$ cat config.mk
export PLATFORM = sky130hd
export DESIGN_NAME = mmtsi_front
export DESIGN_NICKNAME = d
export VERILOG_FILES = /design/src/max_min_times_sum_interval_macros.svh /design/src/mmtsi_pkg.sv /design/src/mmtsi_front.sv
export SDC_FILE = /design/constraint.sdc
export NUM_CORES = 1
export LEC_CHECK = 0
export ABC_AREA = 1
export BUFFER_PORTS_ARGS = -buffer_cell sky130_fd_sc_hd__buf_2
export CAP_MARGIN = 20
export CORE_ASPECT_RATIO = 1.4
export CORE_MARGIN = 2
export CORE_UTILIZATION = 40
export CTS_CLUSTER_DIAMETER = 150
export DETAILED_ROUTE_END_ITERATION = 7
export GPL_ROUTABILITY_DRIVEN = 0
export PLACE_DENSITY = 0.78
export SLEW_MARGIN = 20
export SYNTH_ARGS = -nofsm -noshare
export SYNTH_HDL_FRONTEND = slang
export SYNTH_SLANG_ARGS = --single-unit
$ cat constraint.sdc
create_clock -name clk -period 1.5 [get_ports clk]
set_input_delay 0.15 -clock clk [delete_from_list [all_inputs] [get_ports clk]]
set_output_delay 0.15 -clock clk [all_outputs]
set_load 0.03 [all_outputs]
$ cat src/max_min_times_sum_interval_macros.svh
// ----------------------------------------------------------------------------
// max_min_times_sum_interval assertion macros
// Shared assertion wrappers; they expand to nothing when SYNTH is defined.
// ----------------------------------------------------------------------------
`ifndef MAX_MIN_TIMES_SUM_INTERVAL_MACROS_SVH
`define MAX_MIN_TIMES_SUM_INTERVAL_MACROS_SVH
`ifndef SYNTH
`define MMTSI_ASSERT(label, clk, rst_n, prop, msg) \
  label: assert property (@(posedge clk) disable iff (!rst_n) prop) else $error(msg);
`define MMTSI_ASSERT_ALWAYS(label, clk, prop, msg) \
  label: assert property (@(posedge clk) prop) else $error(msg);
`else
`define MMTSI_ASSERT(label, clk, rst_n, prop, msg)
`define MMTSI_ASSERT_ALWAYS(label, clk, prop, msg)
`endif
`endif

$ cat src/mmtsi_pkg.sv
// ----------------------------------------------------------------------------
// mmtsi_pkg
// Fixed port widths and the saturation limit of the interval product.
// ----------------------------------------------------------------------------
`default_nettype none

package mmtsi_pkg;

  localparam int IN_VALUE_W = 16;
  localparam int PROD_W     = 40;

  localparam logic [PROD_W-1:0] PROD_MAX = '1;

endpackage

`default_nettype wire

$ cat src/mmtsi_front.sv
// ----------------------------------------------------------------------------
// mmtsi_front
// Takes input items, writes them into the store and hands each finished
// sequence to the back as a descriptor of element count and drop flag.
// ----------------------------------------------------------------------------
`default_nettype none

module mmtsi_front #(
  parameter int MAX_ELEMENTS = 256,
  parameter int VALUE_BITS   = 16
) (
  input  wire logic                                     clk,
  input  wire logic                                     rst_n,
  input  wire logic [mmtsi_pkg::IN_VALUE_W-1:0]         in_value,
  input  wire logic                                     in_last,
  input  wire logic                                     push,
  output logic                                          full,
  input  wire logic                                     jobq_full,
  input  wire logic                                     store_free,
  output logic                                          wr_en,
  output logic      [$clog2(MAX_ELEMENTS)-1:0]          wr_addr,
  output logic      [VALUE_BITS-1:0]                    wr_data,
  output logic                                          job_push,
  output logic      [$clog2(MAX_ELEMENTS+1)-1:0]        job_count,
  output logic                                          job_dropped
);

  localparam int CNT_W = $clog2(MAX_ELEMENTS + 1);
  localparam int AW    = $clog2(MAX_ELEMENTS);

  localparam logic F_LOAD = 1'b0;
  localparam logic F_HOLD = 1'b1;

  logic             state_r, state_nxt;
  logic [CNT_W-1:0] cnt_r, cnt_nxt;
  logic             drop_r, drop_nxt;
  logic             accept;
  logic             room;
  logic [CNT_W-1:0] cnt_inc;

  // While a sequence is being scanned the store is in use, so the front holds.
  assign full    = (state_r == F_HOLD) || jobq_full;
  assign accept  = push && !full;
  assign room    = (cnt_r < CNT_W'(MAX_ELEMENTS));
  assign cnt_inc = cnt_r + CNT_W'(1);

  assign wr_en       = accept && room;
  assign wr_addr     = cnt_r[AW-1:0];
  assign wr_data     = VALUE_BITS'(in_value);
  assign job_push    = accept && in_last;
  assign job_count   = room ? cnt_inc : cnt_r;
  assign job_dropped = drop_r || !room;

  always_comb begin
    state_nxt = state_r;
    cnt_nxt   = cnt_r;
    drop_nxt  = drop_r;
    unique case (state_r)
      F_LOAD: begin
        if (accept) begin
          if (room) begin
            cnt_nxt = cnt_inc;
          end else begin
            drop_nxt = 1'b1;
          end
          if (in_last) begin
            cnt_nxt   = '0;
            drop_nxt  = 1'b0;
            state_nxt = F_HOLD;
          end
        end
      end
      F_HOLD: begin
        if (store_free) begin
          state_nxt = F_LOAD;
        end
      end
    endcase
  end

  always_ff @(posedge clk) begin
    if (!rst_n) begin
      state_r <= F_LOAD;
      cnt_r   <= '0;
      drop_r  <= 1'b0;
    end else begin
      state_r <= state_nxt;
      cnt_r   <= cnt_nxt;
      drop_r  <= drop_nxt;
    end
  end

endmodule

`default_nettype wire

## Word-level counts from Yosys, hierarchy flattened

Index checks and enable logic that the tools add are counted.

| storage, ports and cells | value |
|---|---|
| register bits after elaboration | 11 |
| input bits | 22 |
| output and inout port bits | 37 |
| logic and storage cells | 24 |

| operators by class | value |
|---|---|
| $add $sub $neg | 1 |
| order comparisons | 1 |
| eq/ne operators | 1 |
| muxes and demuxes | 8 |
| bitwise logic cells | 1 |
| reduce and logical (&&, ||, !) cells | 9 |

Operators by type and width:

| kind | count |
|---|---|
| $mux W9 | 2 |
| $add A9 B1 Y9 const B | 1 |
| $lt A9 B9 Y1 const B | 1 |
| $mux W1 | 5 |
| $logic_and A1 B1 Y1 | 3 |
| $reduce_and A3 Y1 | 1 |
| $logic_not A1 Y1 | 2 |
| $logic_or A1 B1 Y1 | 2 |
| $ne A2 B2 Y1 const B | 1 |
| $pmux W1 S2 | 1 |
| $reduce_and A2 Y1 | 1 |
| $not A1 Y1 | 1 |

## Longest topological paths before layout

Gate-level depths: netlist of the first run.

| logic depth | value |
|---|---|
| depth in word-level cells | 5 |
| depth in mapped cells | 8 |
| gate-level depth less buffers | 8 |

## Worst setup path before layout of the first run

No wires, ideal clock.

| timing | value |
|---|---|
| path type | register to output |
| start point | reg cnt_r[0] |
| end point | out job_count[6] |
| data arrival time | 1.229 ns |
| required time | 1.350 ns |
| path slack | 0.121 ns |
| stages on the path, launching flop included | 7 |
| buffers on the path | 0 |
| cells stage by stage | dfxtp_1 > ha_1 > nand2_1 > nor2_2 > nand2_1 > nand2_1 > and2_1 |

| between the ends | value |
|---|---|
| cells in the longest elaborated chain, start to end | 2 |
| elaborated cells between the ends (all ways) | 3 |
| those cells by class | 1 x add/sub; 1 x order compare; 1 x mux |

Ends and longest elaborated chain:

| item | RTL line | RTL |
|---|---|---|
| start: declaration | mmtsi_front.sv:35 | `logic [CNT_W-1:0] cnt_r, cnt_nxt;` |
| start signal: assignment | mmtsi_front.sv:88 | `cnt_r <= cnt_nxt;` |
| $add A9 B1 Y9 or $lt A9 B9 Y1 (tied branches) | mmtsi_front.sv:45, mmtsi_front.sv:44 |  |
| $mux W9 * | n/a |  |
| end: declaration | mmtsi_front.sv:24 | `output logic [$clog2(MAX_ELEMENTS+1)-1:0] job_count,` |

Mark *: on every way between the ends. The rest lies on a longest branch, timed or not.

## Worst setup path in the final report of the first run

Same ends and word-level chain as after synthesis.

==> metrics.yaml, run 1 <==
status: "complete, but fails checks"
violations: "setup timing"
wl_per_cell_um: 11.6
antenna_found_initial: 0
ys.warnings.count: 0
crit_slowest_cell: "dfxtp_2"
rows: 19
synth_cells: 120
leakagePower_nw: 0.478
cts_tree: "yes"
grt_usage_pct: 14.3
setup_viol: 4
reg2reg_depth: 4
clk_latency_ps: 270
vias: 754
ff2ff_setup_slack_ps: 370
cpMostUsedCell: "nand2_1"
r2r-end: "drop_r"
numClockSinks: 11
drive_gt1_share_pct: 50.0
seqCellArea_um2: 234
place_hpwl_um: 1290
worstHoldStart: "rst_n"
period_needed_ps: 1540
fillCellCount: 217
end_kind: "output port"
io_pins: 59
timing.fmax_mhz: 650
drtAntennaViolNets: 0
relSlewSlack_pct: 81.0
cts_hold_buf: 0
grt_remaining_overflow: 0
clk_pin_slew_ps: 70
drv_slew: 0
routed_wl_um: 1760
rsz0062_at_grt: "yes"
drc: 0
crit_type: "reg -> out"
worstHoldPathType: "in -> reg"
synth_area_um2: 855
drt-initial-drc-count: 21
multi_input_comb_area_um2: 462
path_cells: "ha_4 > nand2_1 > nor2_4 > nand2_1 > nand2_2 > and2_4 > buf_6"
hold_violations: 0
die_w_um: 43.1
r2r-start: "state_r"
die_area_um2: 2530
arrival_ps: 1390
grt_pass1_wl_um: 2780
root_buffer: "clkbuf_4"
fp.dieH_um: 58.7
clockBufferDepth: 2
grt_pass1_vias: 700
p_total_uw: 583
dp_cells: 145
yosysUniqueCellTypes: 26
area_delta_synth_final_pct: 16.4
startpoint: "cnt_r[0]"
grt_start_max_net_pins: 14
setup_ws_ps: -37.8
firstDrtPassIters: 4
numPortBuffers: 26
fin_crit_sh_pct: 103
cts.htree.levels: 1
stdcell_count: 151
worstPathRequired_ps: 1350
finClkSkew_ps: 3.60
core_um2: 2000
synth.net_count: 143
avgSynthCellArea_um2: 7.12
cts-buffers-inserted: 3
critPathMaxFanout: 4
max_stage_delay_ps: 360
yosysSeqAreaShare_pct: 25.8
worst_pin_slew_ps: 281
endpoint: "job_count[6]"
vias_per_cell: 4.99
finalNetCount: 154
cellPowerDensity_nw_per_um2: 586
cap_violations: 0
antennaDiodeCount: 0
initial_core_util_pct: 42.8
critPathLaunchType: "flop"
worst_ir_drop_vdd_uv: 453
ys_ff_latch: 11
Yosys cell counts (all sizes together):
cell type / n / area [um2]
dfxtp: 11 / 220
a22oi: 2 / 15.0
xnor2: 1 / 8.76
o21bai: 1 / 7.51
buf: 25 / 191
nand4: 2 / 12.5
nand3: 8 / 45.0
o21a: 1 / 7.51
and2: 4 / 25.0
nand3b: 1 / 7.51
o21ai: 1 / 5.00
a21oi: 7 / 38.8
ha: 1 / 12.5
xor2: 1 / 8.76
inv: 11 / 41.3
nor2: 11 / 70.1
nand2: 32 / 138
metrics by stage:
stage	TNS (ps)	hold WS [ps]	worst slack (ps)	util [%]	cell area, um2
floorplan	0	268	121	-	855
global placement	0	300	214	42.2	842
detailed placement	0	300	170	42.2	842
CTS	-210	96.2	-64.2	46.2	923
global route	-469	99.5	-118	49.8	995
finish	-122	101	-37.8	49.8	995
repair_timing:
| action | in CTS | in global routing |
|---|---|---|
| resized for setup | 15 | 20 |
| setup buffers | 1 | 1 |
| setup endpoints to repair | 9 | 7 |
| pin swaps | 5 | 8 |
report_power, final:
part           internal, mW  switching, mW  total [mW]
logic                0.0250         0.0549      0.0798
registers             0.291        0.00222       0.293
clock network         0.103          0.107       0.210
total                 0.419          0.164       0.583
metal layers:
metal  vias to the layer above  global-route usage, %  wire length (um)
met4                         0                   6.93                12
met2                        27                   25.8               914
met5                         -                      0                 0
met1                       347                   15.0               703
met3                         2                   4.29               125
li1                        378                      -                 -
logic make-up (layout without fill, tap and decap cells):
| family | count (synthesis) | after routing | share of synthesized area [%] |
|---|---|---|---|
| compound gates | 12 | 12 | 8.64 |
| flops | 11 | 11 | 25.8 |
| xor+xnor | 2 | 2 | 2.05 |
| buf+inv | 36 | 46 | 27.2 |
| fa+ha+maj | 1 | 1 | 1.46 |
| simple gates | 58 | 58 | 34.8 |
flip-flops by register name, summed over array words and instances, names as in the netlist:
register / flops
cnt_r: 9
state_r: 1
drop_r: 1
cell usage in the layout, fill, tap and decap left out, types with 3 or more instances in the layout:
master | synthesis | final
a21oi_1 | 6 | 6
and2_4 | 0 | 3
buf_2 | 0 | 20
buf_4 | 24 | 4
buf_6 | 1 | 6
clkbuf_4 | 0 | 4
dfxtp_1 | 11 | 4
dfxtp_2 | 0 | 5
inv_1 | 7 | 7
inv_2 | 4 | 4
nand2_1 | 27 | 25
nand2_2 | 4 | 5
nand3_1 | 7 | 5
nor2_1 | 7 | 6
nor2_4 | 1 | 3
final cells by class:
cell class,count,area share (%)
clock buffer,4,2.64
tap,21,2.64
multi-input combinational,73,46.4
sequential,11,23.5
timing repair buffer,31,20.6
inverter,11,4.15
how the worst min path moves through the flow:
stage / cells past startpoint / endpoint / slack [ps]
floorplan: 1 / state_r / 270
global placement: 0 / wr_data[14] / 300
detailed placement: 0 / wr_data[14] / 300
CTS: 2 / state_r / 100
global route: 2 / state_r / 100
finish: 2 / state_r / 100
critical path, delay by kind of cell, from the launching register on:
family | cells | cell delay (ps)
adders and majority gates | 1 | 150
DFF | 1 | 360
buffers and inverters | 1 | 120
and+or+nand+nor | 5 | 480
(Power assumes the default switching activity.)
==> run 2, diff against run 1 <==
- clock period: 1.5 -> 2 ns (I/O delays scaled with it)
==> run 2 against run 1 <==
Compared with the run above:
- the flow now finishes without violations
- cell count is 3.3% lower
- non-clock buffer count is 5 lower
- routed wire length is 5.4% lower
- largest power group unchanged
==> metrics.yaml, run 2 (synthesized netlist as in run 1, its figures left out) <==
drc: 0  # unchanged
fp.dieH_um: 58.7  # unchanged
cellPowerDensity_nw_per_um2: 512  # was 586 nW/um2
grtUsageMet3_pct: 3.07  # was 4.29%
arrival_ps: 1650  # was 1390 ps
worst_pin_slew_ps: 352  # was 281 ps
grt.busiest_layer: "met2"  # unchanged
area_delta_synth_final_pct: -1.02  # was 16.4%
critPathMaxFanout: 5  # was 4
end_kind: "output port"  # unchanged
postCtsResizedCells: 0  # was 15
initial_core_util_pct: 42.8  # unchanged
post_cts_buffers: 0  # was 1
status: "finished, final reports clean"  # was complete, but fails checks
drt-initial-drc-count: 11  # was 21
clk_pin_slew_ps: 80  # was 70 ps
numClockSinks: 11  # unchanged
clockBufferDepth: 2  # unchanged
place_hpwl_um: 1280  # was 1290 um
fin_tns_setup_ps: 0  # was -122 ps
period_needed_ps: 1850
vias: 738  # was 754
critPathLaunchType: "flop"  # unchanged
finClkSkew_ps: 6.39  # was 3.60 ps
drv_slew: 0  # unchanged
reg_top3: "cnt_r: 9 flops, drop_r: 1 flops, state_r: 1 flops"  # unchanged
fillCellCount: 229  # was 217
firstDrtPassIters: 4  # unchanged
rsz0062_at_grt: "no"  # was yes
pre_cts_slack_ps: 440  # was 170 ps
die_w_um: 43.1  # unchanged
io_pins: 59  # unchanged
crit_type: "reg -> out"  # unchanged
r2r-start: "cnt_r[0]"  # was state_r
drtAntennaViolNets: 0  # unchanged
regMostFlops: "cnt_r"  # unchanged
startpoint: "cnt_r[0]"  # unchanged
final_core_util_pct: 42.4  # was 49.8%
core_um2: 2000  # unchanged
grt_pass1_wl_um: 2730  # was 2780 um
cts_hold_buf: 0  # unchanged
ff2ff_setup_slack_ps: 650  # was 370 ps
worstHoldPathType: "in -> reg"  # unchanged
met1_usage_pct: 14.6  # was 15.0%
wl_per_cell_um: 11.4  # was 11.6 um
r2r-end: "cnt_r[4]"  # was drop_r
reg2reg_depth: 7  # was 4
routed_wl_um: 1660  # was 1760 um
leakagePower_nw: 0.427  # was 0.478 nW
relSlewSlack_pct: 76.5  # was 81.0%
worstHoldStart: "rst_n"  # unchanged
final_cell_mix: "nand2_1, buf_2, dfxtp_1"  # was nand2_1, buf_2, inv_1
grt_usage_pct: 13.7  # was 14.3%
worst_ir_drop_vdd_uv: 342  # was 453 uV
setup_ws_ps: 153  # was -37.8 ps
drive_gt1_share_pct: 35.2  # was 50.0%
cts_tree: "yes"  # unchanged
grt_start_max_net_pins: 14  # unchanged
fin_crit_sh_pct: 92.3
largest_reg_flops: 9  # unchanged
rows: 19  # unchanged
cts.htree.levels: 1  # unchanged
antenna_found_initial: 0  # unchanged
setup_viol: 0  # was 4
cts-buffers-inserted: 3  # unchanged
endpoint: "job_count[6]"  # unchanged
numPortBuffers: 26  # unchanged
grt_remaining_overflow: 0  # unchanged
antennaDiodeCount: 0  # unchanged
clk_latency_ps: 270  # about the same
cap_violations: 0  # unchanged
grt_pass1_vias: 677  # was 700
vias_per_cell: 5.05  # was 4.99
hold_violations: 0  # unchanged
final_common_cell: "nand2_1"  # unchanged
die_area_um2: 2530  # unchanged
grtUsageMet2_pct: 25.5  # was 25.8%
finalNetCount: 149  # was 154
timing.fmax_mhz: 541
root_buffer: "clkbuf_4"  # unchanged
worstPathRequired_ps: 1800  # was 1350 ps
==> run 2: cell types whose count changed in the layout (fill, tap and decap cells not counted), sizes merged <==
cell / change
clkbuf: -1
buf: -4
==> run 2: worst min-delay path by stage <==
stage / depth (start not counted) / end / slack, ps
finish: 2 / state_r / 160
global route: 2 / state_r / 160
CTS: 2 / state_r / 150
detailed placement: 0 / wr_data[14] / 400
global placement: 0 / wr_data[14] / 400
floorplan: 1 / state_r / 320
==> run 2: layer usage <==
| metal | vias up | routed length, um |
|---|---|---|
| met3 | 4 | 127 |
| met4 | 0 | 26 |
| li1 | 367 | - |
| met1 | 336 | 658 |
| met2 | 31 | 849 |
| met5 | - | 0 |
==> run 2: where the power goes <==
group          leakage [nW]  switching (mW)  internal [mW]
Sequential           0.0888         0.00259          0.221
Clock                0.0150          0.0788         0.0772
Combinational         0.323          0.0384         0.0151
Total                 0.427           0.120          0.313
==> run 2: cell type report <==
cell class / count / area (um2) / area share, %
Multi-Input combinational cell: 73 / 402 / 47.5
Sequential cell: 11 / 220 / 26.0
Clock buffer: 4 / 26.3 / 3.11
Tap cell: 21 / 26.3 / 3.11
Timing Repair Buffer: 26 / 130 / 15.4
Inverter: 11 / 41.3 / 4.88
==> run 2: worst max-delay path, stage by stage (launching register included) <==
cell,delay (ps)
dfxtp_1,470
ha_1,240
nand2_1,70
nor2_2,160
nand3_1,110
and2_1,160
buf_2,170
==> run 2: through the flow <==
| stage | hold WS, ps | instance area (um2) | total power, mW | std cells |
|---|---|---|---|---|
| 2_1_floorplan | 318 | 855 | 0.327 | 120 |
| 3_3_place_gp | 400 | 820 | 0.280 | 142 |
| 3_5_place_dp | 400 | 820 | 0.282 | 142 |
| 4_1_cts | 153 | 846 | 0.437 | 146 |
| 5_1_grt | 156 | 846 | 0.446 | 146 |
| 6_report | 157 | 846 | 0.433 | 146 |
==> run 3, diff against run 2 <==
- clock period: 2 -> 1.95 ns (I/O delays scaled with it)
==> run 3 against run 2 <==
Compared with the run above:
- hold slack got worse by 7.4 ps
- utilization rose by 0.063 points
- first-iteration DRC count stayed put
- worst setup slack gained 41 ps
- critical endpoint unchanged
- largest cell class unchanged
- largest power group unchanged
- highest routed layer unchanged
==> metrics.yaml, run 3 (synthesized netlist as in run 1, its figures left out) <==
dp_cells: 142  # unchanged
post_cts_buffers: 0  # unchanged
clockBufferDepth: 2  # unchanged
vias_per_cell: 5.07  # was 5.05
routed_wl_um: 1670  # was 1660 um
io_pins: 59  # unchanged
reg_top3: "cnt_r: 9 flops, drop_r: 1 flops, state_r: 1 flops"  # unchanged
worstPathRequired_ps: 1750  # was 1800 ps
cap_violations: 0  # unchanged
cts_tree: "yes"  # unchanged
r2r-start: "cnt_r[1]"  # was cnt_r[0]
cellPowerDensity_nw_per_um2: 526  # was 512 nW/um2
place_hpwl_um: 1280  # unchanged
fin_crit_sh_pct: 90.0
finalNetCount: 149  # unchanged
die_area_um2: 2530  # unchanged
cts.htree.levels: 1  # unchanged
drc: 0  # unchanged
fin_area_um2: 847  # was 846 um2
setup_viol: 0  # unchanged
cts-buffers-inserted: 3  # unchanged
root_buffer: "clkbuf_4"  # unchanged
firstDrtPassIters: 4  # unchanged
finClkSkew_ps: 8.03  # was 6.39 ps
largest_reg_flops: 9  # unchanged
numPortBuffers: 26  # unchanged
timing.fmax_mhz: 570
drt-initial-drc-count: 11  # unchanged
hold_ws_ps: 150  # was 157 ps
wl_per_cell_um: 11.4  # about the same
area_delta_synth_final_pct: -0.879  # was -1.02%
end_kind: "output port"  # unchanged
crit_family: "simple AND/OR/NAND/NOR gates"  # unchanged
multi_input_comb_area_um2: 402  # unchanged
grt_remaining_overflow: 0  # unchanged
clk_latency_ps: 270  # about the same
crit_slowest_cell: "dfxtp_1"  # unchanged
final_common_cell: "nand2_1"  # unchanged
endpoint: "job_count[6]"  # unchanged
drive_gt1_share_pct: 36.0  # was 35.2%
numClockSinks: 11  # unchanged
rows: 19  # unchanged
cts_hold_buf: 0  # unchanged
worstHoldPathType: "in -> reg"  # unchanged
ff2ff_setup_slack_ps: 690  # was 650 ps
die_w_um: 43.1  # unchanged
path_cells: "ha_1 > nand2_1 > nor2_2 > nand3_1 > and2_1 > buf_2"  # unchanged
drtAntennaViolNets: 0  # unchanged
crit_type: "reg -> out"  # unchanged
clk_pin_slew_ps: 80  # about the same
reg2reg_depth: 7  # unchanged
worst_pin_slew_ps: 354  # was 352 ps
postPlaceCellArea_um2: 820  # unchanged
drv_slew: 0  # unchanged
antenna_found_initial: 0  # unchanged
critPathMaxFanout: 5  # unchanged
period_needed_ps: 1760
fp.dieH_um: 58.7  # unchanged
max_stage_delay_ps: 410  # was 470 ps
grt_usage_pct: 13.7  # unchanged
initial_core_util_pct: 42.8  # unchanged
grt_start_max_net_pins: 14  # unchanged
arrival_ps: 1560  # was 1650 ps
hold_violations: 0  # unchanged
grt_pass1_wl_um: 2730  # unchanged
relSlewSlack_pct: 76.3  # was 76.5%
cp.depth: 6  # unchanged
fillCellCount: 228  # was 229
status: "finished, final reports clean"  # unchanged
crit_buf_inv: 1  # unchanged
worst_ir_drop_vdd_uv: 355  # was 342 uV
regMostFlops: "cnt_r"  # unchanged
startpoint: "cnt_r[1]"  # was cnt_r[0]
stdcell_count: 146  # unchanged
fin_tns_setup_ps: 0  # unchanged
leakagePower_nw: 0.428  # was 0.427 nW
grt_pass1_vias: 677  # unchanged
final_cell_mix: "nand2_1, buf_2, dfxtp_1"  # unchanged
core_um2: 2000  # unchanged
r2r-end: "cnt_r[4]"  # unchanged
rsz0062_at_grt: "no"  # unchanged
seqCellArea_um2: 221  # was 220 um2
vias: 740  # was 738
critPathLaunchType: "flop"  # unchanged
antennaDiodeCount: 0  # unchanged
==> run 3: report_power, final <==
part,internal (mW),total (mW),switching (mW)
Clock,0.0792,0.162,0.0824
Sequential,0.227,0.229,0.00259
Combinational,0.0155,0.0549,0.0394
Total,0.321,0.446,0.124
==> run 3: final cells by class <==
cell class                 count  share of cell area (%)
timing repair buffer          26                    15.4
inverter                      11                    4.87
sequential                    11                    26.1
multi-input combinational     73                    47.4
tap                           21                    3.10
clock buffer                   4                    3.10
==> run 3: per-stage QoR <==
stage | total power, mW | worst slack, ps | util, %
2_1_floorplan | 0.335 | 526 | -
3_3_place_gp | 0.288 | 469 | 41.0
3_5_place_dp | 0.289 | 395 | 41.0
4_1_cts | 0.449 | 93.2 | 42.4
5_1_grt | 0.458 | 24.3 | 42.4
6_report | 0.446 | 194 | 42.4
==> run 3: repair_timing <==
action                                  in CTS  in global routing
hold endpoints to repair                     0                  0
endpoints found under the setup margin       0                  2
resized for setup                            0                  1
==> run 3: routing by layer <==
layer	vias up	wire [um]	track usage [%]	share of wire (%)
met4	0	26	5.63	1.6
met1	336	651	14.6	39
li1	366	-	-	-
met2	34	852	25.5	51
met5	-	0	0	0
met3	4	138	3.07	8.3
==> run 3: worst min path at each step <==
stage | from | to | slack, ps | cells after the start
after floorplan | rst_n | state_r | 310 | 1
after global placement | in_value[14] | wr_data[14] | 390 | 0
after detailed placement | in_value[14] | wr_data[14] | 390 | 0
after CTS | rst_n | state_r | 150 | 2
after global routing | rst_n | state_r | 150 | 2
final | rst_n | state_r | 150 | 2
